[config.mk]
export PLATFORM = sky130hd
export DESIGN_NAME = nca_argmin
export DESIGN_NICKNAME = d
export VERILOG_FILES = /design/src/sv/nca_pkg.sv /design/src/sv/nca_argmin.sv
export SDC_FILE = /design/constraint.sdc
export NUM_CORES = 1
export LEC_CHECK = 0
export ABC_AREA = 1
export BUFFER_PORTS_ARGS = -buffer_cell sky130_fd_sc_hd__buf_2
export CORE_MARGIN = 3
export CORE_UTILIZATION = 25
export CTS_CLUSTER_DIAMETER = 60
export DETAILED_ROUTE_END_ITERATION = 8
export PLACE_DENSITY_LB_ADDON = 0.08
export SYNTH_ARGS = -nofsm -noshare
export SYNTH_HDL_FRONTEND = slang
export SYNTH_SLANG_ARGS = --single-unit
[constraint.sdc]
create_clock -name clk -period 1.9 [get_ports clk]
set_input_delay 0.38 -clock clk [delete_from_list [all_inputs] [get_ports clk]]
set_output_delay 0.38 -clock clk [all_outputs]
set_load 0.02 [all_outputs]
[src/sv/nca_pkg.sv]
// Shared types and constants for the nearest-centroid assignment block.
// Used by every module of the block except the generic RAM; depends on nothing else.
`default_nettype none

package nca_pkg;

	// Sizing of the centroid store and the datapath.
	localparam int MAX_CLUSTERS = 8;
	localparam int MAX_DIMS     = 16;
	localparam int COORD_BITS   = 16;

	localparam int CL_W    = (MAX_CLUSTERS > 1) ? $clog2(MAX_CLUSTERS) : 1;
	localparam int DIM_W   = (MAX_DIMS > 1) ? $clog2(MAX_DIMS) : 1;
	localparam int CNT_W   = $clog2(MAX_DIMS + 1);
	localparam int SQ_W    = 2 * COORD_BITS;
	localparam int ACC_W   = 37;
	localparam int DIST_W  = 36;
	localparam int COUNT_W = 16;

	// Request function codes; code 3 is unused and ignored.
	typedef enum logic [1:0] {
		FUNC_LOAD  = 2'd0,
		FUNC_POINT = 2'd1,
		FUNC_START = 2'd2
	} func_t;

	// Input request payload.
	typedef struct packed {
		logic [1:0]                   func;
		logic [2:0]                   cluster_sel;
		logic [3:0]                   dim_sel;
		logic signed [COORD_BITS-1:0] coord_value;
		logic                         last_coord;
		logic                         last_point;
		logic [3:0]                   prev_cluster;
	} in_item_t;

	// Result payload.
	typedef struct packed {
		logic [2:0]         nearest_cluster;
		logic               label_changed;
		logic [DIST_W-1:0]  min_distance_sq;
		logic [COUNT_W-1:0] cluster_count;
		logic [COUNT_W-1:0] change_total;
		logic               pass_done;
	} out_item_t;

	// Control carried from the front stage into the distance stages.
	typedef struct packed {
		logic                         point;
		logic                         start;
		logic                         acc_en;
		logic                         last_coord;
		logic                         last_point;
		logic [3:0]                   prev_cluster;
		logic signed [COORD_BITS-1:0] coord;
	} ctl_t;

	// Control carried through the selection and tally stages.
	typedef struct packed {
		logic       start;
		logic       res;
		logic       last_point;
		logic [3:0] prev_cluster;
	} tag_t;

	typedef logic [MAX_CLUSTERS-1:0][COORD_BITS-1:0] cent_vec_t;
	typedef logic [MAX_CLUSTERS-1:0][SQ_W-1:0]       sq_vec_t;
	typedef logic [MAX_CLUSTERS-1:0][ACC_W-1:0]      acc_vec_t;

endpackage

`default_nettype wire

[src/sv/nca_argmin.sv]
// Registered minimum search over the active clusters' distances.
// Depends on nca_pkg; lowest index wins on equal distances.
`default_nettype none

module nca_argmin (
	input  wire logic               clk,
	input  wire logic               arst_n,
	input  wire logic               adv,
	input  wire logic [3:0]         clusters,
	input  wire nca_pkg::tag_t      tag_s3,
	input  wire nca_pkg::acc_vec_t  dist_s3,
	output nca_pkg::tag_t           tag_s4,
	output logic [nca_pkg::CL_W-1:0]  best_s4,
	output logic [nca_pkg::ACC_W-1:0] bestd_s4
);
	import nca_pkg::*;

	localparam int LVL  = CL_W;
	localparam int NPAD = 1 << LVL;

	logic [CL_W:0]  act_n;
	logic [ACC_W-1:0] cd [NPAD];
	logic [CL_W-1:0]  ci [NPAD];
	logic             cv [NPAD];

	// Active cluster count, clamped to one up to the store size.
	always_comb begin
		if (clusters == 4'd0) begin
			act_n = (CL_W + 1)'(1);
		end else if (int'(clusters) > MAX_CLUSTERS) begin
			act_n = (CL_W + 1)'(MAX_CLUSTERS);
		end else begin
			act_n = (CL_W + 1)'(clusters);
		end
	end

	// Pairwise tree; the lower slot keeps its entry unless the upper is strictly smaller.
	always_comb begin
		int a;
		int b;
		a = 0;
		b = 0;
		for (int n = 0; n < NPAD; n++) begin
			cd[n] = (n < MAX_CLUSTERS) ? dist_s3[n] : '0;
			ci[n] = CL_W'(n);
			cv[n] = (n < MAX_CLUSTERS) && (n < int'(act_n));
		end
		for (int l = 0; l < LVL; l++) begin
			for (int n = 0; n < (NPAD >> (l + 1)); n++) begin
				a = n << (l + 1);
				b = a + (1 << l);
				if (cv[b] && (!cv[a] || (cd[b] < cd[a]))) begin
					cd[a] = cd[b];
					ci[a] = ci[b];
					cv[a] = 1'b1;
				end
			end
		end
	end

	always_ff @(posedge clk or negedge arst_n) begin
		if (!arst_n) begin
			tag_s4 <= '0;
		end else if (adv) begin
			tag_s4 <= tag_s3;
		end
	end

	always_ff @(posedge clk) begin
		if (adv) begin
			best_s4  <= ci[0];
			bestd_s4 <= cd[0];
		end
	end

endmodule

`default_nettype wire

==> results.yml <==
status:
  status: "finished, violations left"
  violations: "negative setup slack"
placement:
  dp_hpwl_um: 38900
  numPlacedInstances: 2984
  gp_congestion: 0.854
  io_buffers: 356
timing:
  fmax_ghz: 0.174
  fin_skew_ns: 0
  finalCriticalPeriod_ns: 5.74
  finalSetupViolCount: 40
  timing.final.crit_share: 3.02
  drv_slew: 0
  tns_ns: -152.44
  tightest_slew_ns: 0.618
  max_slew_margin: 0.588
  rsz0062_at_grt: "true"
  layout_setup_ws_ns: -3.84
  hold_viol: 0
cts:
  clock_latency_ns: 0.30
  path_clk_slew_ns: 0.07
  cts_tree: "built"
  ctsRootBufferMaster: "clkbuf_16"
  cts_buffer_depth: 2
  cts_max_level: 2
  cts_sinks: 47
  cts_made_buffers: 5
logic_synthesis:
  synth.distinct_cells: 41
  synth-simple-area-share: 0.271
  syn_nets: 2275
  synthCells: 1713
  ys_seq_area_frac: 0.128
  synth_top_family_by_area: "adder cells"
  ys_warn_count: 0
  synth-edff-count: 40
  synth_mux_area_frac: 0.00823
  async_flop_share: 0.149
  synth_area_um2: 10800
  synth_fa_ha_area_frac: 0.292
  syn_avg_cell_area_um2: 6.30
  ys.flop_type: "edfxtp_1"
  ys_seq_elements: 47
  synth-compound-area-share: 0.187
  synth-xor-area-share: 0
global_route:
  first_global_vias: 13920
  gr-usage-all-layers: 0.196
  antenna_found_initial: 2
  grt_pass1_wl_um: 70300
  grt_max_degree: 43
  grt.overflow.total: 0
die:
  coreArea_um2: 42300
  io_pins: 357
  fp.dieArea_um2: 45700
  die_x_um: 214
  start_util: 0.255
  rows: 75
  dieHeight_um: 214
detailed_routing:
  viasPerCell: 4.54
  drc_errors: 0
  drt_iter0_markers: 434
  routed_wl_um: 47900
  vias: 13995
  drtPass1Iterations: 7
  ant_nets: 0
  wl_per_cell_um: 15.5
setup_path:
  critPathMaxStageDelay_ns: 0.39
  crit_path_end_kind: "flip-flop"
  worstPathArrival_ns: 5.80
  path_buf_inv: 15
  crit_path_frequent_cell: "buf_4"
  cp.required_ns: 1.96
  path_class: "in2reg"
  path_max_fanout: 12
  start_kind: "input port"
  critPathTopFamily: "simple AND/OR/NAND/NOR gates"
  cp_slowest_cell: "a2111oi_4"
final_layout:
  fin_cells: 3084
  area_growth_pct: 83.4
  drive_gt1_frac: 0.513
  layout.nets: 3067
power:
  power_per_cell_area_nw_per_um2: 668
  peakVddDrop_mv: 0.399
  leakage_nw: 10.5
run:
  maxCapViolCount: 0
worst_hold_path:
  hold_path_class: "in2reg"
[layout by cell type, fill, tap and decap left out, types with 5 or more instances in the layout]
| cell type | Yosys | routed |
|---|---|---|
| nand2_4 | 1 | 19 |
| ha_4 | 0 | 57 |
| nand2_2 | 5 | 72 |
| nand4_1 | 22 | 22 |
| clkbuf_16 | 0 | 15 |
| buf_2 | 12 | 340 |
| nor2_1 | 102 | 66 |
| buf_6 | 1 | 24 |
| nor3_4 | 0 | 5 |
| o21a_1 | 8 | 8 |
| ha_1 | 252 | 192 |
| mux2_2 | 7 | 7 |
| a21oi_1 | 147 | 105 |
| buf_12 | 1 | 20 |
| nor2_2 | 2 | 19 |
| a21oi_4 | 0 | 9 |
| a21oi_2 | 0 | 33 |
| nand3_1 | 52 | 37 |
| inv_1 | 250 | 193 |
| o21ai_1 | 31 | 66 |
| buf_16 | 0 | 8 |
| nand3_2 | 12 | 24 |
| o21ai_4 | 0 | 15 |
| o21ai_2 | 0 | 74 |
| dfrtp_1 | 7 | 7 |
| inv_4 | 0 | 11 |
| nor2_4 | 0 | 19 |
| inv_2 | 2 | 44 |
| o21ai_0 | 174 | 50 |
| nand2_1 | 502 | 416 |
| buf_4 | 5 | 437 |
| edfxtp_1 | 40 | 40 |
[worst paths after layout]
path,startpoint,to,slack [ns],cells after the start
worst max-delay path,dist_s3[106],bestd_s4[25]$_DFFE_PP_,-3.84,40
worst min-delay path,tag_s3[3],tag_s4[3]$_DFFE_PN0P_,0.31,2
worst max register to register,tag_s4[4]$_DFFE_PN0P_,tag_s4[4]$_DFFE_PN0P_,1.15,1
worst min register to register,tag_s4[3]$_DFFE_PN0P_,tag_s4[3]$_DFFE_PN0P_,0.51,1
max in group asynchronous,arst_n,tag_s4[3]$_DFFE_PN0P_,1.32,2
min in group asynchronous,arst_n,tag_s4[1]$_DFFE_PN0P_,0.43,2
[metal layers]
metal / track usage / part of all wire
met3: 0.0222 / 0.035
met4: 0.0169 / 0.0078
met2: 0.375 / 0.52
met1: 0.243 / 0.44
met5: 0 / 0
[flip-flops by register name (all words and copies together), names as in the netlist]
| signal | cells |
|---|---|
| best_s4 | 3 |
| bestd_s4 | 37 |
| tag_s4 | 7 |
[logic make-up (layout without fill, tap and decap cells)]
kind of cell / Yosys count / count (layout)
adder cells (fa/ha/maj): 252 / 252
multiplexers: 8 / 8
buffers and inverters: 311 / 1104
AND/OR/NAND/NOR: 712 / 712
AO/OA/AOI/OAI: 383 / 383
other: 0 / 1
flip-flops: 47 / 47
[area by class of cell]
class / count / area, µm²
repair buffers: 843 / 6170
inverters: 252 / 1030
multi-input cells: 1355 / 10300
repair inverters: 1 / 6.26
diodes: 1 / 2.50
well taps: 577 / 722
clock inverters: 2 / 15.0
clock buffers: 6 / 150
fillers: 4340 / 22500
flip-flops and latches: 47 / 1380
[where the power goes]
group	internal [mW]	switching, mW	total (mW)
Clock	0.576	0.454	1.03
Combinational	4.91	5.54	10.4
Sequential	1.59	0.151	1.74
[synth_stat cells, types with 8 or more instances]
cell / count / share of area
o21ai_0: 174 / 0.081
nor3_1: 9 / 0.0042
buf_2: 12 / 0.0056
edfxtp_1: 40 / 0.11
o21a_1: 8 / 0.0056
inv_1: 250 / 0.087
ha_1: 252 / 0.29
nand3_2: 12 / 0.011
nor2_1: 102 / 0.035
a21oi_1: 147 / 0.068
nand4_1: 22 / 0.013
nand2_1: 502 / 0.17
clkbuf_1: 38 / 0.013
nand3_1: 52 / 0.024
o21ai_1: 31 / 0.014
[per-stage QoR]
stage | area, µm² | hold WS (ns) | utilization | setup WS, ns | power, mW
3_5_place_dp | 16800 | 0.218 | 0.396 | -4.74 | 9.82
4_1_cts | 18500 | 0.300 | 0.436 | -3.92 | 12.2
5_1_grt | 19800 | 0.301 | 0.468 | -4.12 | 14.4
6_report | 19800 | 0.311 | 0.468 | -3.84 | 13.2
3_3_place_gp | 16800 | 0.214 | 0.396 | -4.63 | 9.75
2_1_floorplan | 11700 | 0.0844 | - | -3.19 | 6.33
[timing repair]
action,CTS,global route
pin swaps,72,105
endpoints found under the hold margin,7,0
endpoints found under the setup margin,40,40
setup buffers,45,30
gates resized for setup,253,268
hold buffers,1,0
cloned,10,9
Power figures use the tool's default switching activity.
