--- src/sv/nca_pkg.sv ---
// Shared types and constants for the nearest-centroid assignment block.
// Used by every module of the block except the generic RAM; depends on nothing else.
`default_nettype none

package nca_pkg;

	// Sizing of the centroid store and the datapath.
	localparam int MAX_CLUSTERS = 8;
	localparam int MAX_DIMS     = 16;
	localparam int COORD_BITS   = 16;

	localparam int CL_W    = (MAX_CLUSTERS > 1) ? $clog2(MAX_CLUSTERS) : 1;
	localparam int DIM_W   = (MAX_DIMS > 1) ? $clog2(MAX_DIMS) : 1;
	localparam int CNT_W   = $clog2(MAX_DIMS + 1);
	localparam int SQ_W    = 2 * COORD_BITS;
	localparam int ACC_W   = 37;
	localparam int DIST_W  = 36;
	localparam int COUNT_W = 16;

	// Request function codes; code 3 is unused and ignored.
	typedef enum logic [1:0] {
		FUNC_LOAD  = 2'd0,
		FUNC_POINT = 2'd1,
		FUNC_START = 2'd2
	} func_t;

	// Input request payload.
	typedef struct packed {
		logic [1:0]                   func;
		logic [2:0]                   cluster_sel;
		logic [3:0]                   dim_sel;
		logic signed [COORD_BITS-1:0] coord_value;
		logic                         last_coord;
		logic                         last_point;
		logic [3:0]                   prev_cluster;
	} in_item_t;

	// Result payload.
	typedef struct packed {
		logic [2:0]         nearest_cluster;
		logic               label_changed;
		logic [DIST_W-1:0]  min_distance_sq;
		logic [COUNT_W-1:0] cluster_count;
		logic [COUNT_W-1:0] change_total;
		logic               pass_done;
	} out_item_t;

	// Control carried from the front stage into the distance stages.
	typedef struct packed {
		logic                         point;
		logic                         start;
		logic                         acc_en;
		logic                         last_coord;
		logic                         last_point;
		logic [3:0]                   prev_cluster;
		logic signed [COORD_BITS-1:0] coord;
	} ctl_t;

	// Control carried through the selection and tally stages.
	typedef struct packed {
		logic       start;
		logic       res;
		logic       last_point;
		logic [3:0] prev_cluster;
	} tag_t;

	typedef logic [MAX_CLUSTERS-1:0][COORD_BITS-1:0] cent_vec_t;
	typedef logic [MAX_CLUSTERS-1:0][SQ_W-1:0]       sq_vec_t;
	typedef logic [MAX_CLUSTERS-1:0][ACC_W-1:0]      acc_vec_t;

endpackage

`default_nettype wire

--- src/sv/nca_tally.sv ---
// Per-pass cluster sizes, change count, result formatting and output skid.
// Depends on nca_pkg; driven by the minimum search stage.
`default_nettype none

module nca_tally (
	input  wire logic                  clk,
	input  wire logic                  arst_n,
	input  wire nca_pkg::tag_t         tag_s4,
	input  wire logic [nca_pkg::CL_W-1:0]  best_s4,
	input  wire logic [nca_pkg::ACC_W-1:0] bestd_s4,
	input  wire logic                  out_ready,
	output logic                       out_valid,
	output nca_pkg::out_item_t         out_data,
	output logic                       stall
);
	import nca_pkg::*;

	logic [MAX_CLUSTERS-1:0][COUNT_W-1:0] sizes_q;
	logic [COUNT_W-1:0] chg_q;
	logic [COUNT_W-1:0] sel_size;
	logic [COUNT_W-1:0] size_nx;
	logic [COUNT_W-1:0] chg_nx;
	logic               changed;
	logic               adv;
	logic               push;
	logic               pop;
	logic               take_skid;
	logic               load_out;
	logic               load_skid;
	logic               out_valid_q;
	logic               skid_valid_q;
	out_item_t          res_d;
	out_item_t          out_q;
	out_item_t          skid_q;

	assign adv   = !skid_valid_q;
	assign stall = skid_valid_q;
	assign push  = adv && tag_s4.res;
	assign pop   = out_valid_q && out_ready;

	// Saturating counter updates for the chosen cluster.
	always_comb begin
		sel_size = sizes_q[best_s4];
		changed  = int'(tag_s4.prev_cluster) != int'(best_s4);
		size_nx  = (&sel_size) ? sel_size : sel_size + 1'b1;
		chg_nx   = (changed && !(&chg_q)) ? chg_q + 1'b1 : chg_q;
	end

	// Result fields.
	always_comb begin
		res_d.nearest_cluster = 3'(best_s4);
		res_d.label_changed   = changed;
		res_d.min_distance_sq = bestd_s4[ACC_W-1] ? {DIST_W{1'b1}} : bestd_s4[DIST_W-1:0];
		res_d.cluster_count   = size_nx;
		res_d.change_total    = chg_nx;
		res_d.pass_done       = tag_s4.last_point;
	end

	always_ff @(posedge clk or negedge arst_n) begin
		if (!arst_n) begin
			sizes_q <= '0;
			chg_q   <= '0;
		end else if (adv) begin
			if (tag_s4.start) begin
				sizes_q <= '0;
				chg_q   <= '0;
			end else if (tag_s4.res) begin
				sizes_q[best_s4] <= size_nx;
				chg_q            <= chg_nx;
			end
		end
	end

	// Output register plus one skid entry.
	always_comb begin
		take_skid = pop && skid_valid_q;
		load_out  = push && (!out_valid_q || pop);
		load_skid = push && out_valid_q && !pop;
	end

	always_ff @(posedge clk or negedge arst_n) begin
		if (!arst_n) begin
			out_valid_q  <= 1'b0;
			skid_valid_q <= 1'b0;
		end else begin
			out_valid_q  <= skid_valid_q || push || (out_valid_q && !pop);
			skid_valid_q <= skid_valid_q ? !pop : load_skid;
		end
	end

	always_ff @(posedge clk) begin
		if (take_skid) begin
			out_q <= skid_q;
		end else if (load_out) begin
			out_q <= res_d;
		end
		if (load_skid) begin
			skid_q <= res_d;
		end
	end

	assign out_valid = out_valid_q;
	assign out_data  = out_q;

	// The skid entry is only ever filled behind a waiting output.
	assert property (@(posedge clk) disable iff (!arst_n)
		skid_valid_q |-> out_valid_q)
		else $error("skid entry valid without output valid");

	// A new result behind a stalled output lands in the skid entry.
	assert property (@(posedge clk) disable iff (!arst_n)
		(push && out_valid_q && !out_ready) |=> skid_valid_q)
		else $error("result lost behind stalled output");

endmodule

`default_nettype wire

--- config.mk ---
export PLATFORM = sky130hd
export DESIGN_NAME = nca_tally
export DESIGN_NICKNAME = d
export VERILOG_FILES = /design/src/sv/nca_pkg.sv /design/src/sv/nca_tally.sv
export SDC_FILE = /design/constraint.sdc
export NUM_CORES = 1
export LEC_CHECK = 0
export ABC_AREA = 1
export BUFFER_PORTS_ARGS = -buffer_cell sky130_fd_sc_hd__buf_2
export CELL_PAD_IN_SITES_DETAIL_PLACEMENT = 2
export CELL_PAD_IN_SITES_GLOBAL_PLACEMENT = 2
export CORE_ASPECT_RATIO = 1.25
export CORE_MARGIN = 1.5
export CORE_UTILIZATION = 28
export CTS_CLUSTER_SIZE = 24
export DETAILED_ROUTE_END_ITERATION = 6
export PLACE_DENSITY_LB_ADDON = 0.1
export SKIP_CTS_REPAIR_TIMING = 1
export SYNTH_ARGS = -nofsm -noshare
export SYNTH_HDL_FRONTEND = slang
export SYNTH_SLANG_ARGS = --single-unit
export TNS_END_PERCENT = 30
--- constraint.sdc ---
create_clock -name clk -period 7.05 [get_ports clk]
set_input_delay 0.705 -clock clk [delete_from_list [all_inputs] [get_ports clk]]
set_output_delay 0.705 -clock clk [all_outputs]
set_load 0.05 [all_outputs]
==> results.sh <==
export IMPL_run_status="complete, no violations"
export IMPL_setup_viol=0
export IMPL_mostFrequentLayoutCells="781 x nand2_1, 146 x dfrtp_1, 146 x edfxtp_1"
export IMPL_async_flop_share_pct=50.0
export IMPL_yosys_warnings=0
export IMPL_cp_required_ps=7450
export IMPL_numCtsBuffers=34
export IMPL_critical_path_buf_inv_count=4
export IMPL_place_ws_ps=2810
export IMPL_drt_pass1_iterations=4
export IMPL_whs_ps=244
export IMPL_ys_flop_type="edfxtp_1"
export IMPL_gp_congestion=0.783
export IMPL_antenna_found_initial=0
export IMPL_die_y_um=250
export IMPL_crit_path_max_incr_delay_ps=490
export IMPL_placed_cell_area_um2=14900
export IMPL_synth_cell_types=34
export IMPL_hold_viol_final=0
export IMPL_worst_pin_slew_ps=1180
export IMPL_drt_total_wl_mm=46.0
export IMPL_initial_core_util_pct=28.3
export IMPL_synth_area_leaders="edfxtp_1 32%, dfrtp_1 27%, nand2_1 22%"
export IMPL_clock_sinks=292
export IMPL_die_area_um2=50000
export IMPL_grt_max_degree=90
export IMPL_cts_tree="yes"
export IMPL_path_clk_slew_ps=60
export IMPL_core_region_area_um2=48200
export IMPL_area_growth_pct=17.7
export IMPL_crit_top_cell="nand2_1"
export IMPL_critPathMaxFanout=23
export IMPL_layout_commonest_cell="nand2_1"
export IMPL_grtUsageTotal_pct=18.9
export IMPL_io_pins=125
export IMPL_synth_top_area_share_pct=32.2
export IMPL_rsz0062_at_grt="false"
export IMPL_syn_area_um2=13600
export IMPL_worst_slack_ps=3440
export IMPL_synth_edff_count=146
export IMPL_max_cap_violations=0
export IMPL_setup_worst_path_class="in -> reg"
export IMPL_netlist_instances=1590
export IMPL_endpoint_kind="flop"
export IMPL_grt_overflow_total=0
export IMPL_synth_avg_cell_area_um2=8.56
export IMPL_maxSlewViolCount=0
export IMPL_drc=0
export IMPL_drtIter0Drc=356
export IMPL_slew_headroom_pct=20.6
export IMPL_fmax_mhz=277
export IMPL_grt_pass1_vias=12300
export IMPL_final_antenna_net_count=0
export IMPL_diodes=0
export IMPL_row_count=90
export IMPL_synth_largest_area_cell="edfxtp_1"
export IMPL_cts_root_buf="clkbuf_16"
export IMPL_port_buffers=124
export IMPL_htreeDepth=2
export IMPL_stdcell_area_um2=16000
export IMPL_p_leak_nw=7.45
export IMPL_wl_per_cell_um=19.3
export IMPL_vias=11000
export IMPL_finalCriticalPeriod_ps=3610
export IMPL_crit_slowest_cell="buf_2"
export IMPL_grt_first_pass_wirelength_mm=73.6
export IMPL_seq_area_frac_synth_pct=59.0
export IMPL_hp_class="in -> async"
export IMPL_cts_buffer_depth=3
export IMPL_post_route_period_util_pct=51.2
export IMPL_stdcell_count=2381
export IMPL_dp_cells=2320
export IMPL_tns_ps=0
export IMPL_cp_top_family="simple AND/OR/NAND/NOR gates"
export IMPL_critPathArrivalTime_ps=4000
export IMPL_ir_drop_uv=146
export IMPL_finClkSkew_ps=13.7
export IMPL_nets=1764
export IMPL_hpwl_mm=30.1
export IMPL_start_kind="input port"
export IMPL_via_per_inst=4.62
export IMPL_die_x_um=200
export IMPL_power_density_nw_per_um2=272
export IMPL_syn_nets=1642
export IMPL_ys_ff_latch=292
export IMPL_worstPathCellList="buf_2, inv_2, nor2_8, nand3_1, nand2_1, inv_1, nand2_2, ha_1, inv_1, nor2_4, nand2_2, nor2_4, nand3_4, nand3_1, nand2_1, nand2_1"
export IMPL_p_total_mw=4.35
export IMPL_final_util_pct=33.2
export IMPL_clock_latency_ps=530
export IMPL_drive_gt1_share_pct=15.2
power breakdown:
part | switching, mW | internal (mW)
Clock | 0.736 | 0.996
Sequential | 0.0300 | 1.92
Combinational | 0.548 | 0.121
Total | 1.31 | 3.04
sequential cells by signal, indices dropped and copies added (netlist names):
name       flops
out_data      73
skid_q        73
out_valid      1
chg_q         16
stall          1
sizes_q      128
cells in the mapped netlist (10+ instances only):
cell / instances
o21ai_0: 77
or2_2: 37
xor2_1: 14
nand4_1: 13
edfxtp_1: 146
inv_1: 127
clkbuf_1: 30
dfrtp_1: 146
nand2_1: 781
nor2_1: 51
nand3_1: 67
buf_4: 10
cells by family (layout without fill, tap and decap cells):
group | Yosys count | after routing | synth area share [%]
and+or+nand+nor | 988 | 988 | 30.1
AOI/OAI and AO/OA | 99 | 99 | 3.78
adders and majority gates | 2 | 2 | 0.184
DFF | 292 | 292 | 59.0
buffers and inverters | 191 | 338 | 5.73
xor gates and xnor gates | 18 | 18 | 1.16
final timing paths:
kind	end	slack, ps	startpoint	cells past startpoint
max in group asynchronous	sizes_q[121]	5440	arst_n	2
hold / removal	sizes_q[118]	240	arst_n	1
min in group clk	skid_q[0]	370	tag_s4[4]	1
setup reg to reg	sizes_q[97]	3670	stall	7
hold reg to reg	sizes_q[8]	480	sizes_q[8]	2
setup / recovery	out_data[26]	3440	best_s4[1]	16
layer usage:
layer,up-vias,routed length (um),GRT usage (%),part of all wire [%]
li1,5253,-,-,-
met5,-,0,0,0
met2,154,23000,33.5,50
met1,5545,20800,24.3,45
met4,0,909,4.72,2.0
met3,51,1330,2.59,2.9
area by class of cell:
class	instances	area [um^2]
fill	5508	32200
tap	644	806
sequential	292	8040
multi-input combinational	1107	4850
timing repair buffer	139	739
inverter	138	518
clock inverter	12	101
clock buffer	49	968
Power figures use the tool's default switching activity.
