$ cat src/sv/nca_ram.sv
// Generic single-write, single-read RAM with a registered read port.
// Stand-alone; used for the centroid store.
`default_nettype none

module nca_ram #(
	parameter int WIDTH = 16,
	parameter int DEPTH = 16
) (
	input  wire logic                                    clk,
	input  wire logic                                    we,
	input  wire logic [((DEPTH > 1) ? $clog2(DEPTH) : 1)-1:0] waddr,
	input  wire logic [WIDTH-1:0]                        wdata,
	input  wire logic                                    re,
	input  wire logic [((DEPTH > 1) ? $clog2(DEPTH) : 1)-1:0] raddr,
	output logic      [WIDTH-1:0]                        rdata
);

	logic [WIDTH-1:0] mem [DEPTH];

	// Write port.
	always_ff @(posedge clk) begin
		if (we) begin
			mem[waddr] <= wdata;
		end
	end

	// Registered read port; the output holds while re is low.
	always_ff @(posedge clk) begin
		if (re) begin
			rdata <= mem[raddr];
		end
	end

endmodule

`default_nettype wire

$ cat config.mk
export PLATFORM = sky130hd
export DESIGN_NAME = nca_ram
export DESIGN_NICKNAME = d
export VERILOG_FILES = /design/src/sv/nca_ram.sv
export SDC_FILE = /design/constraint.sdc
export NUM_CORES = 1
export LEC_CHECK = 0
export BUFFER_PORTS_ARGS = -buffer_cell sky130_fd_sc_hd__buf_4
export CAP_MARGIN = 20
export CORE_ASPECT_RATIO = 0.6
export CORE_MARGIN = 3
export CORE_UTILIZATION = 45
export DETAILED_ROUTE_END_ITERATION = 6
export HOLD_SLACK_MARGIN = 0.1
export PLACE_DENSITY = 0.58
export SLEW_MARGIN = 25
export SYNTH_ARGS = -nofsm -noshare
export SYNTH_HDL_FRONTEND = slang
export SYNTH_SLANG_ARGS = --single-unit
$ cat constraint.sdc
create_clock -name clk -period 2.4 [get_ports clk]
set_input_delay 0 -clock clk [delete_from_list [all_inputs] [get_ports clk]]
set_output_delay 0 -clock clk [all_outputs]
set_load 0.005 [all_outputs]
==> out/metrics.yaml, run 1 <==
htreeDepth: 1
netSwitchingFraction_pct: 20.1
postPlaceCellArea_sq_mm: 0.0111
cts_sinks: 272
portBuffers: 42
yosys.area.top_type: "edfxtp_1"
critPathKind: "input port to register"
vias_per_cell: 5.64
first_pass_iters: 5
p_switching_mw: 1.94
grt_pass1_wl_mm: 32.5
layout_min_cycle_time_ns: 1.86
power_frac_comb_pct: 5.5
ys_seq_area_share_pct: 80.0
synth-seq-cells: 272
slowest_stage: "dlygate4sd3_1"
die_x_um: 200
setup_viol: 0
yosysUniqueCellTypes: 18
post_cts_buffers: 0
core_area_sq_mm: 0.0216
cpPeakStageDelay_ns: 0.61
rsz0062_at_grt: "no"
finalSetupTns_ns: 0
drv_slew: 0
status: "finished clean"
cts_made_buffers: 24
place_ws_ns: 0.649
drive_gt1_share_pct: 32.5
globalRouteOverflowTotal: 0
syn-mean-instance-area_sq_um: 23.6
totalWireLength_mm: 21.7
yosysWarningCount: 0
vdd_drop_max_mv: 0.545
synthCells: 432
vias: 4780
clk_path_buf_depth: 3
synth_top_area_share_pct: 80.0
hp-class: "input port to register"
drc: 0
start_util_pct: 47.1
ys_top_cells_by_area: "edfxtp_1 80%, mux4_2 12%, mux4_1 2.6%"
clockRootBuffer: "clkbuf_16"
synth_area_sq_mm: 0.0102
clk_pin_slew_worst_paths_ns: 0.06
postRouteAntennaNets: 0
cp.arrival_ns: 2.05
slew_headroom_pct: 50.7
post_layout_nonfiller_instances: 848
dp_hpwl_mm: 12.5
rows: 41
path_cells: "dlygate4sd3_1 -> buf_4 -> nand3b_1 -> nor3_2 -> dlygate4sd3_1 -> buf_4"
worst_slew_pin_slew_ns: 0.739
cp.depth: 6
die_h_um: 123
die_area_sq_mm: 0.0246
dr.first_iter.drc_count: 333
cap_violations: 0
grt_usage_pct: 18.2
reg2reg_slack_ns: 0.92
share_seq_of_total_power_pct: 55.7
finClkSkew_ns: 0.00558
nets: 557
period_share_pct: 77.6
cellLeakagePower_nw: 3.94
worst_setup_path_start_kind: "input port"
insertion_delay_ns: 0.51
critPathTopFamily: "buffers and inverters"
grt_max_degree: 24
pwr-share-clk_pct: 38.8
hold_viol: 0
gp_congestion: 0.727
design_area_sq_mm: 0.0121
cts_tree: "yes"
fmax_mhz: 537
critPathBufInv: 4
end_kind: "register"
first_global_vias: 4975
fin_util_pct: 55.9
finalWorstSetupSlack_ns: 0.537
hold_depth: 4
synth_nets: 459
powerDensity_mw_per_mm2: 797
num_io_pins: 43
antenna_found_initial: 0
wl_per_cell_um: 25.6
syn2layout_area_growth_pct: 18.6
critPathMaxFanout: 11
reg2reg_depth: 3
antennaDiodeCount: 0
intPower_mw: 7.71
crit_required_ns: 2.59
dp_cells: 783
final cells by class:
class | count | area (sq um)
Clock inverter | 16 | 133
Timing Repair Buffer | 93 | 828
Fill cell | 1640 | 9550
Tap cell | 301 | 377
Clock buffer | 27 | 633
Sequential cell | 272 | 8170
Multi-Input combinational cell | 139 | 1960
cell usage in the layout (no fill, tap or decap):
cell type and instances:
nand2_1 17, buf_4 65, clkinv_2 6, nand2b_1 2, bufinv_16 2, or3b_2 1
clkbuf_1 2, edfxtp_1 272, nor2_1 1, clkinv_4 1, nand3_1 1, and2_1 1
buf_12 6, a22oi_1 32, nor2_2 12, mux4_1 10, mux4_2 54, nor3_2 4
nand3b_1 2, clkbuf_16 25, clkinv_1 5, nor2b_1 2, clkinvlp_4 2, dlygate4sd3_1 22
worst reg2reg max path, delay by kind of cell, from the launching register on:
kind	cells	cell delay [ns]
flip-flops	1	0.34
multiplexers	1	0.51
AO/OA/AOI/OAI	1	0.28
AND/OR/NAND/NOR	1	0.10
flip-flops by register name, indices dropped and copies added, names as in the netlist:
signal  flops
mem       256
rdata      16
per-layer routing:
metal	global-route usage [%]	up-vias	routed length, um
met2	27.1	127	9570
met3	2.62	27	1080
met1	29.0	2583	10700
met5	0	-	0
li1	-	2043	-
met4	3.77	0	337
what timing repair did:
action / 4_1_cts / 5_1_grt
hold endpoints to repair: 322 / 0
gates resized for setup: 0 / 0
hold buffers: 22 / 0
cell families (layout without fill, tap and decap cells):
| logic type | count (synthesis) | after routing | share of synthesized area [%] |
|---|---|---|---|
| AND/OR/NAND/NOR | 43 | 43 | 1.89 |
| buffers and inverters | 21 | 136 | 1.21 |
| multiplexers | 64 | 64 | 14.5 |
| AO/OA/AOI/OAI | 32 | 32 | 2.35 |
| flip-flops | 272 | 272 | 80.0 |
Yosys cell counts (all sizes together):
master,instances
a22oi,32
and2,1
buf,13
clkbuf,8
edfxtp,272
mux4,64
nand2,17
nand2b,2
nand3,1
nand3b,2
nor2,13
nor2b,2
nor3,4
or3b,1
power groups by stage:
stage	Combinational [mW]	Clock, mW	Sequential [mW]
CTS	0.543	3.81	5.38
detailed placement	0.512	0	5.48
finish	0.531	3.74	5.38
global placement	0.504	0	5.47
floorplan	0.259	0	5.47
global route	0.578	4.00	5.38
per-stage QoR:
step	total power, mW	hold slack [ns]
2_1_floorplan	5.73	0.0989
3_3_place_gp	5.98	0.293
3_5_place_dp	5.99	0.306
4_1_cts	9.73	0.176
5_1_grt	9.96	0.206
6_report	9.65	0.176
path summary, 6_finish.rpt:
path	startpoint	to
max	waddr[2]	mem[8][10]
min	raddr[0]	rdata[2]
max reg2reg	mem[1][3]	rdata[3]
min reg2reg	mem[12][9]	rdata[9]
No activity file was read; power rests on OpenSTA's default activity.
==> run 2, diff against run 1 <==
Settings changed: ABC_AREA set to 1, PLACE_DENSITY 0.58 to 0.6.
Clock period 2.4 ns to 1.56 ns, I/O delays scaled along.
==> out/metrics.yaml, run 2 <==
powerDensity_mw_per_mm2: 1130  # +42%
startpoint: "waddr[3]"
nets: 1190  # +110%
ys_top_cells_by_count: "341 x nand2_1, 272 x edfxtp_1, 196 x inv_1"
first_pass_iters: 5  # unchanged
die_x_um: 213  # +6.2%
critPathKind: "input port to register"
critPathMaxFanout: 4  # -7
slew_headroom_pct: 68.2  # +17 points
ys_async_sr_fraction_pct: 0  # unchanged
wl_met3_mm: 1.99  # +84%
netSwitchingFraction_pct: 22.2  # +2.2 points
htreeDepth: 1  # unchanged
synthAdderAreaFrac_pct: 0  # unchanged
cts_sinks: 272  # unchanged
insertion_delay_ns: 0.53  # +0.02 ns
cpPeakStageDelay_ns: 0.59  # -0.02 ns
synth_area_sq_mm: 0.0115  # +13%
r2r_start: "mem[3][11]"
wl_per_cell_um: 19.8  # -23%
final_common_cell: "nand2_1"
grt_usage_pct: 22.3  # +4.1 points
largest_reg_flops: 256  # unchanged
syn2layout_area_growth_pct: 17.7
synth_xor_area_share_pct: 0  # unchanged
die_area_sq_mm: 0.0277  # +13%
vdd_drop_max_mv: 1.24  # +130%
largest_registers: "mem x256, rdata x16"
die_h_um: 130  # +6.0%
ys_top_cells_by_area: "edfxtp_1 71%, nand2_1 11%, nand3_1 8.4%"
period_share_pct: 98.8
dp_hpwl_mm: 17.4  # +39%
yosys.area.top_type: "edfxtp_1"
synth_compound_area_share_pct: 0  # -2.4 points
gp_congestion: 0.783  # +7.7%
vias_per_cell: 5.07  # -10%
cts_tree: "yes"
portBuffers: 42  # unchanged
synth-edff-count: 272  # unchanged
synth_top_area_share_pct: 70.8  # -9.3 points
power_mw: 15.4  # +59%
drc: 0  # unchanged
vias: 7623  # +59%
synth-seq-cells: 272  # unchanged
globalRouteOverflowTotal: 0  # unchanged
ys_seq_area_share_pct: 70.8  # -9.3 points
core_area_sq_mm: 0.0247  # +14%
pwr-share-clk_pct: 38.8  # about the same
first_global_vias: 7250  # +46%
totalWireLength_mm: 29.8  # +37%
worst_setup_path_start_kind: "input port"
top_register: "mem"
share_seq_of_total_power_pct: 54.0  # -1.7 points
grt_max_degree: 75  # +210%
cap_violations: 0  # unchanged
postRouteAntennaNets: 0  # unchanged
yosysUniqueCellTypes: 12  # -6
synthMuxAreaShare_pct: 0  # -14 points
layout_min_cycle_time_ns: 1.54
finClkSkew_ns: 0.00752  # +0.00194 ns
drt-met1-wl_mm: 14.8  # +38%
synthFlopType: "edfxtp_1"
start_util_pct: 46.8  # -0.34 points
worst_slew_pin_slew_ns: 0.476  # -0.262 ns
rows: 44  # +7.3%
intPower_mw: 11.9  # +55%
setup_viol: 0  # unchanged
synth_nets: 1101  # +140%
finalSetupTns_ns: 0  # unchanged
end_kind: "register"
synth_top_family_by_area: "simple AND/OR/NAND/NOR gates"
cellLeakagePower_nw: 5.77  # +46%
synth.most_common_cell: "nand2_1"
num_io_pins: 43  # unchanged
drv_slew: 0  # unchanged
synth-simple-area-share_pct: 20.1  # +18 points
p_switching_mw: 3.41  # +76%
crit_top_cell: "dlygate4sd3_1"
clk_path_buf_depth: 3  # unchanged
wl_met2_mm: 12.6  # +31%
fmax_mhz: 649
clockRootBuffer: "clkbuf_16"
cts_made_buffers: 26  # +8.3%
status: "finished clean"
final_cell_mix: "341 x nand2_1, 272 x edfxtp_1, 196 x inv_1, 193 x nand3_1, 71 x buf_4"
top_layer: "met4"
yosysWarningCount: 0  # unchanged
path_cells: "dlygate4sd3_1 -> buf_4 -> nand3b_1 -> nor2_4 -> dlygate4sd3_1"
hp-class: "input port to register"
crit_required_ns: 1.81  # -0.78 ns
cp.arrival_ns: 1.79  # -0.26 ns
power_frac_comb_pct: 7.2  # +1.7 points
dr.first_iter.drc_count: 771  # +130%
drive_gt1_share_pct: 11.7  # -21 points
syn-mean-instance-area_sq_um: 10.7  # -55%
slowest_stage: "dlygate4sd3_1"
hold_viol: 0  # unchanged
antenna_found_initial: 1  # +1
grt_pass1_wl_mm: 45.4  # +40%
clk_pin_slew_worst_paths_ns: 0.06  # about the same
synthCells: 1074  # +150%
hp-start: "raddr[3]"
-- run 2: changes by cell type in the layout (fill, tap and decap cells not counted), sizes merged, moves of 3 or more --
cell         change
nand2          +324
inv            +198
nand3          +192
mux4            -64
a22oi           -32
buf             +16
clkbuf           +6
nor2             +4
nor3             -4
dlygate4sd3      +3
-- run 2: cell families after synthesis --
group                  Yosys count
buffers and inverters          249
and+or+nand+nor                553
DFF                            272
-- run 2: layer usage --
layer	up-vias	GRT usage, %
met2	268	32.0
met1	3657	36.1
met3	32	3.56
li1	3666	-
met5	-	0
met4	0	3.87
-- run 2: power by group through the flow --
| stage | Sequential, mW | Clock (mW) | Combinational, mW |
|---|---|---|---|
| floorplan | 8.43 | 0 | 0.552 |
| global placement | 8.45 | 0 | 1.04 |
| detailed placement | 8.45 | 0 | 1.05 |
| CTS | 8.29 | 6.10 | 1.11 |
| global route | 8.30 | 6.37 | 1.23 |
| finish | 8.29 | 5.95 | 1.11 |
-- run 2: layout make-up --
cell class	count	area, sq um
Fill cell	2157	11100
Sequential cell	272	8170
Multi-Input combinational cell	553	2370
Timing Repair Buffer	112	1100
Inverter	198	746
Clock buffer	33	698
Tap cell	322	403
Clock inverter	14	95.1
Antenna cell	1	2.50
-- run 2: worst paths after layout --
kind              cells after the start    endpoint  slack [ns]
setup / recovery                      5  mem[6][10]        0.02
hold / removal                        4    rdata[6]        0.15
setup reg to reg                      6   rdata[11]        0.37
hold reg to reg                       6    rdata[3]        0.73
-- run 2: what timing repair did --
item                       CTS  global route
buffers inserted             0             1
resized for setup            0             1
hold endpoints to repair   283             0
setup endpoints to repair    0             1
hold buffers                25             0
-- run 2: metrics by stage --
| stage | std cells | hold slack (ns) | cell area (sq um) | setup slack [ns] | util [%] |
|---|---|---|---|---|---|
| after floorplan | 1074 | 0.0989 | 11500 | 0.260 | - |
| after global placement | 1431 | 0.318 | 12500 | 0.222 | 50.8 |
| after detailed placement | 1431 | 0.326 | 12500 | 0.203 | 50.8 |
| after CTS | 1503 | 0.119 | 13600 | 0.0328 | 55.0 |
| after global routing | 1504 | 0.147 | 13600 | -0.0163 | 55.1 |
| final | 1505 | 0.149 | 13600 | 0.0189 | 55.1 |
-- run 2: worst max-delay path, delay by kind of cell --
family	cells	cell delay, ns
and+or+nand+nor	2	0.52
buffers and inverters	3	1.27
==> run 3, diff against run 2 <==
Settings changed: CORE_MARGIN 3 to not set.
==> out/metrics.yaml, run 3 (same netlist as run 2, synthesis figures left out) <==
die_x_um: 209  # -1.9%
start_util_pct: 46.8  # unchanged
reg2reg_depth: 6  # unchanged
critPathMaxFanout: 41  # +37
largest_reg_flops: 256  # unchanged
crit_required_ns: 1.96  # +0.15 ns
status: "finished clean"
largest_registers: "mem x256, rdata x16"
startpoint: "raddr[1]"
finalWorstSetupSlack_ns: 0.279  # +0.260 ns
antenna_found_initial: 1  # unchanged
post_cts_buffers: 0  # unchanged
dr.first_iter.drc_count: 652  # -15%
r2r_start: "mem[15][2]"
cts_made_buffers: 25  # -3.8%
endpoint: "rdata[2]"
first_global_vias: 7199  # -0.70%
worst_slew_pin_slew_ns: 0.473  # -0.00346 ns
dp_hpwl_mm: 17.2  # -0.79%
wl_per_cell_um: 19.2  # -3.2%
grtUsageMet1_pct: 35.0  # -1.0 points
grt-busiest-layer: "met1"
gp_congestion: 0.837  # +6.9%
fillers: 2125  # -1.5%
critPathKind: "input port to register"
setup_viol: 0  # unchanged
final_cell_mix: "341 x nand2_1, 272 x edfxtp_1, 196 x inv_1, 193 x nand3_1, 74 x buf_4"
nets: 1184  # -0.50%
clockRootBuffer: "clkbuf_16"
final_common_cell: "nand2_1"
cts_resized: 0  # unchanged
grt.met3_usage_pct: 3.42  # -0.14 points
grt_max_degree: 46  # -39%
drc: 0  # unchanged
reg2reg_slack_ns: 0.39  # +0.02 ns
globalRouteOverflowTotal: 0  # unchanged
cts_tree: "yes"
drive_gt1_share_pct: 12.1  # +0.44 points
layout_min_cycle_time_ns: 1.28  # -0.260 ns
totalWireLength_mm: 28.6  # -3.8%
drv_slew: 0  # unchanged
vias_per_cell: 5.04  # -0.44%
hp-class: "input port to register"
vias: 7539  # -1.1%
grt_usage_pct: 22.6  # +0.38 points
cp.arrival_ns: 1.68  # -0.11 ns
clk_pin_slew_worst_paths_ns: 0.07  # about the same
die_area_sq_mm: 0.0263  # -4.9%
clk_path_buf_depth: 3  # unchanged
slew_headroom_pct: 68.5  # +0.27 points
worst_setup_path_start_kind: "input port"
cts_sinks: 272  # unchanged
fin_util_pct: 54.7  # -0.33 points
core_area_sq_mm: 0.0247  # unchanged
ctsHoldBuffers: 19  # -24%
place_ws_ns: 0.277  # +0.0745 ns
finalSetupTns_ns: 0  # unchanged
first_pass_iters: 5  # unchanged
rsz0062_at_grt: "no"
syn2layout_area_growth_pct: 17.0
top_register: "mem"
die_h_um: 126  # -3.1%
hold_viol: 0  # unchanged
num_io_pins: 43  # unchanged
insertion_delay_ns: 0.53  # about the same
grtUsageMet2_pct: 33.4  # +1.3 points
fmax_mhz: 781  # +20%
finClkSkew_ns: 0.0152  # +0.00763 ns
htreeDepth: 1  # unchanged
cap_violations: 0  # unchanged
holdWs_ns: 0.128  # -0.0204 ns
vdd_drop_max_mv: 0.717  # -42%
period_share_pct: 82.1  # -17 points
rows: 44  # unchanged
powerDensity_mw_per_mm2: 1140  # +1.1%
portBuffers: 42  # unchanged
postRouteAntennaNets: 0  # unchanged
cellLeakagePower_nw: 5.73  # -0.56%
grt_pass1_wl_mm: 44.0  # -3.3%
r2r-end: "rdata[2]"
end_kind: "register"
[run 3: per-layer routing]
metal  vias to the layer above  part of all wire, %
met4                         0                  2.3
met1                      3592                   49
li1                       3644                    -
met5                         -                    0
met2                       263                   42
met3                        40                  6.8
[run 3: worst min-delay path by stage]
stage          cells after the start      start          to  slack, ns
2_1_floorplan                      0   wdata[0]   mem[0][0]        0.1
3_3_place_gp                       1  wdata[11]  mem[6][11]       0.31
3_5_place_dp                       1  wdata[11]  mem[7][11]       0.31
4_1_cts                            5   raddr[3]    rdata[0]       0.11
5_1_grt                            5   raddr[3]    rdata[0]       0.15
6_report                           5   raddr[3]    rdata[6]       0.13
[run 3: layout make-up]
| type | count | area [sq um] | share of cell area [%] |
|---|---|---|---|
| Timing Repair Buffer | 107 | 1030 | 7.60 |
| Antenna cell | 1 | 2.50 | 0.0185 |
| Tap cell | 322 | 403 | 2.98 |
| Inverter | 198 | 746 | 5.52 |
| Multi-Input combinational cell | 553 | 2360 | 17.5 |
| Sequential cell | 272 | 8170 | 60.5 |
| Clock buffer | 27 | 633 | 4.69 |
| Clock inverter | 15 | 160 | 1.19 |
[run 3: metrics by stage]
step / area [sq um] / power [mW] / cells
2_1_floorplan: 11500 / 8.98 / 1074
3_3_place_gp: 12500 / 9.48 / 1433
3_5_place_dp: 12500 / 9.50 / 1433
4_1_cts: 13500 / 15.5 / 1494
5_1_grt: 13500 / 16.0 / 1494
6_report: 13500 / 15.4 / 1495
[run 3: power by group]
group | internal (mW) | leakage, nW | switching [mW]
registers | 8.23 | 2.47 | 0.0669
logic | 0.381 | 2.88 | 0.701
clock network | 3.42 | 0.380 | 2.63
[run 3: critical path: stages]
cell,delay (ns)
dlygate4sd3_1,0.54
buf_4,0.15
inv_2,0.17
buf_12,0.29
nand3_1,0.14
nand3_1,0.18
nand3_1,0.11
nand2_1,0.09
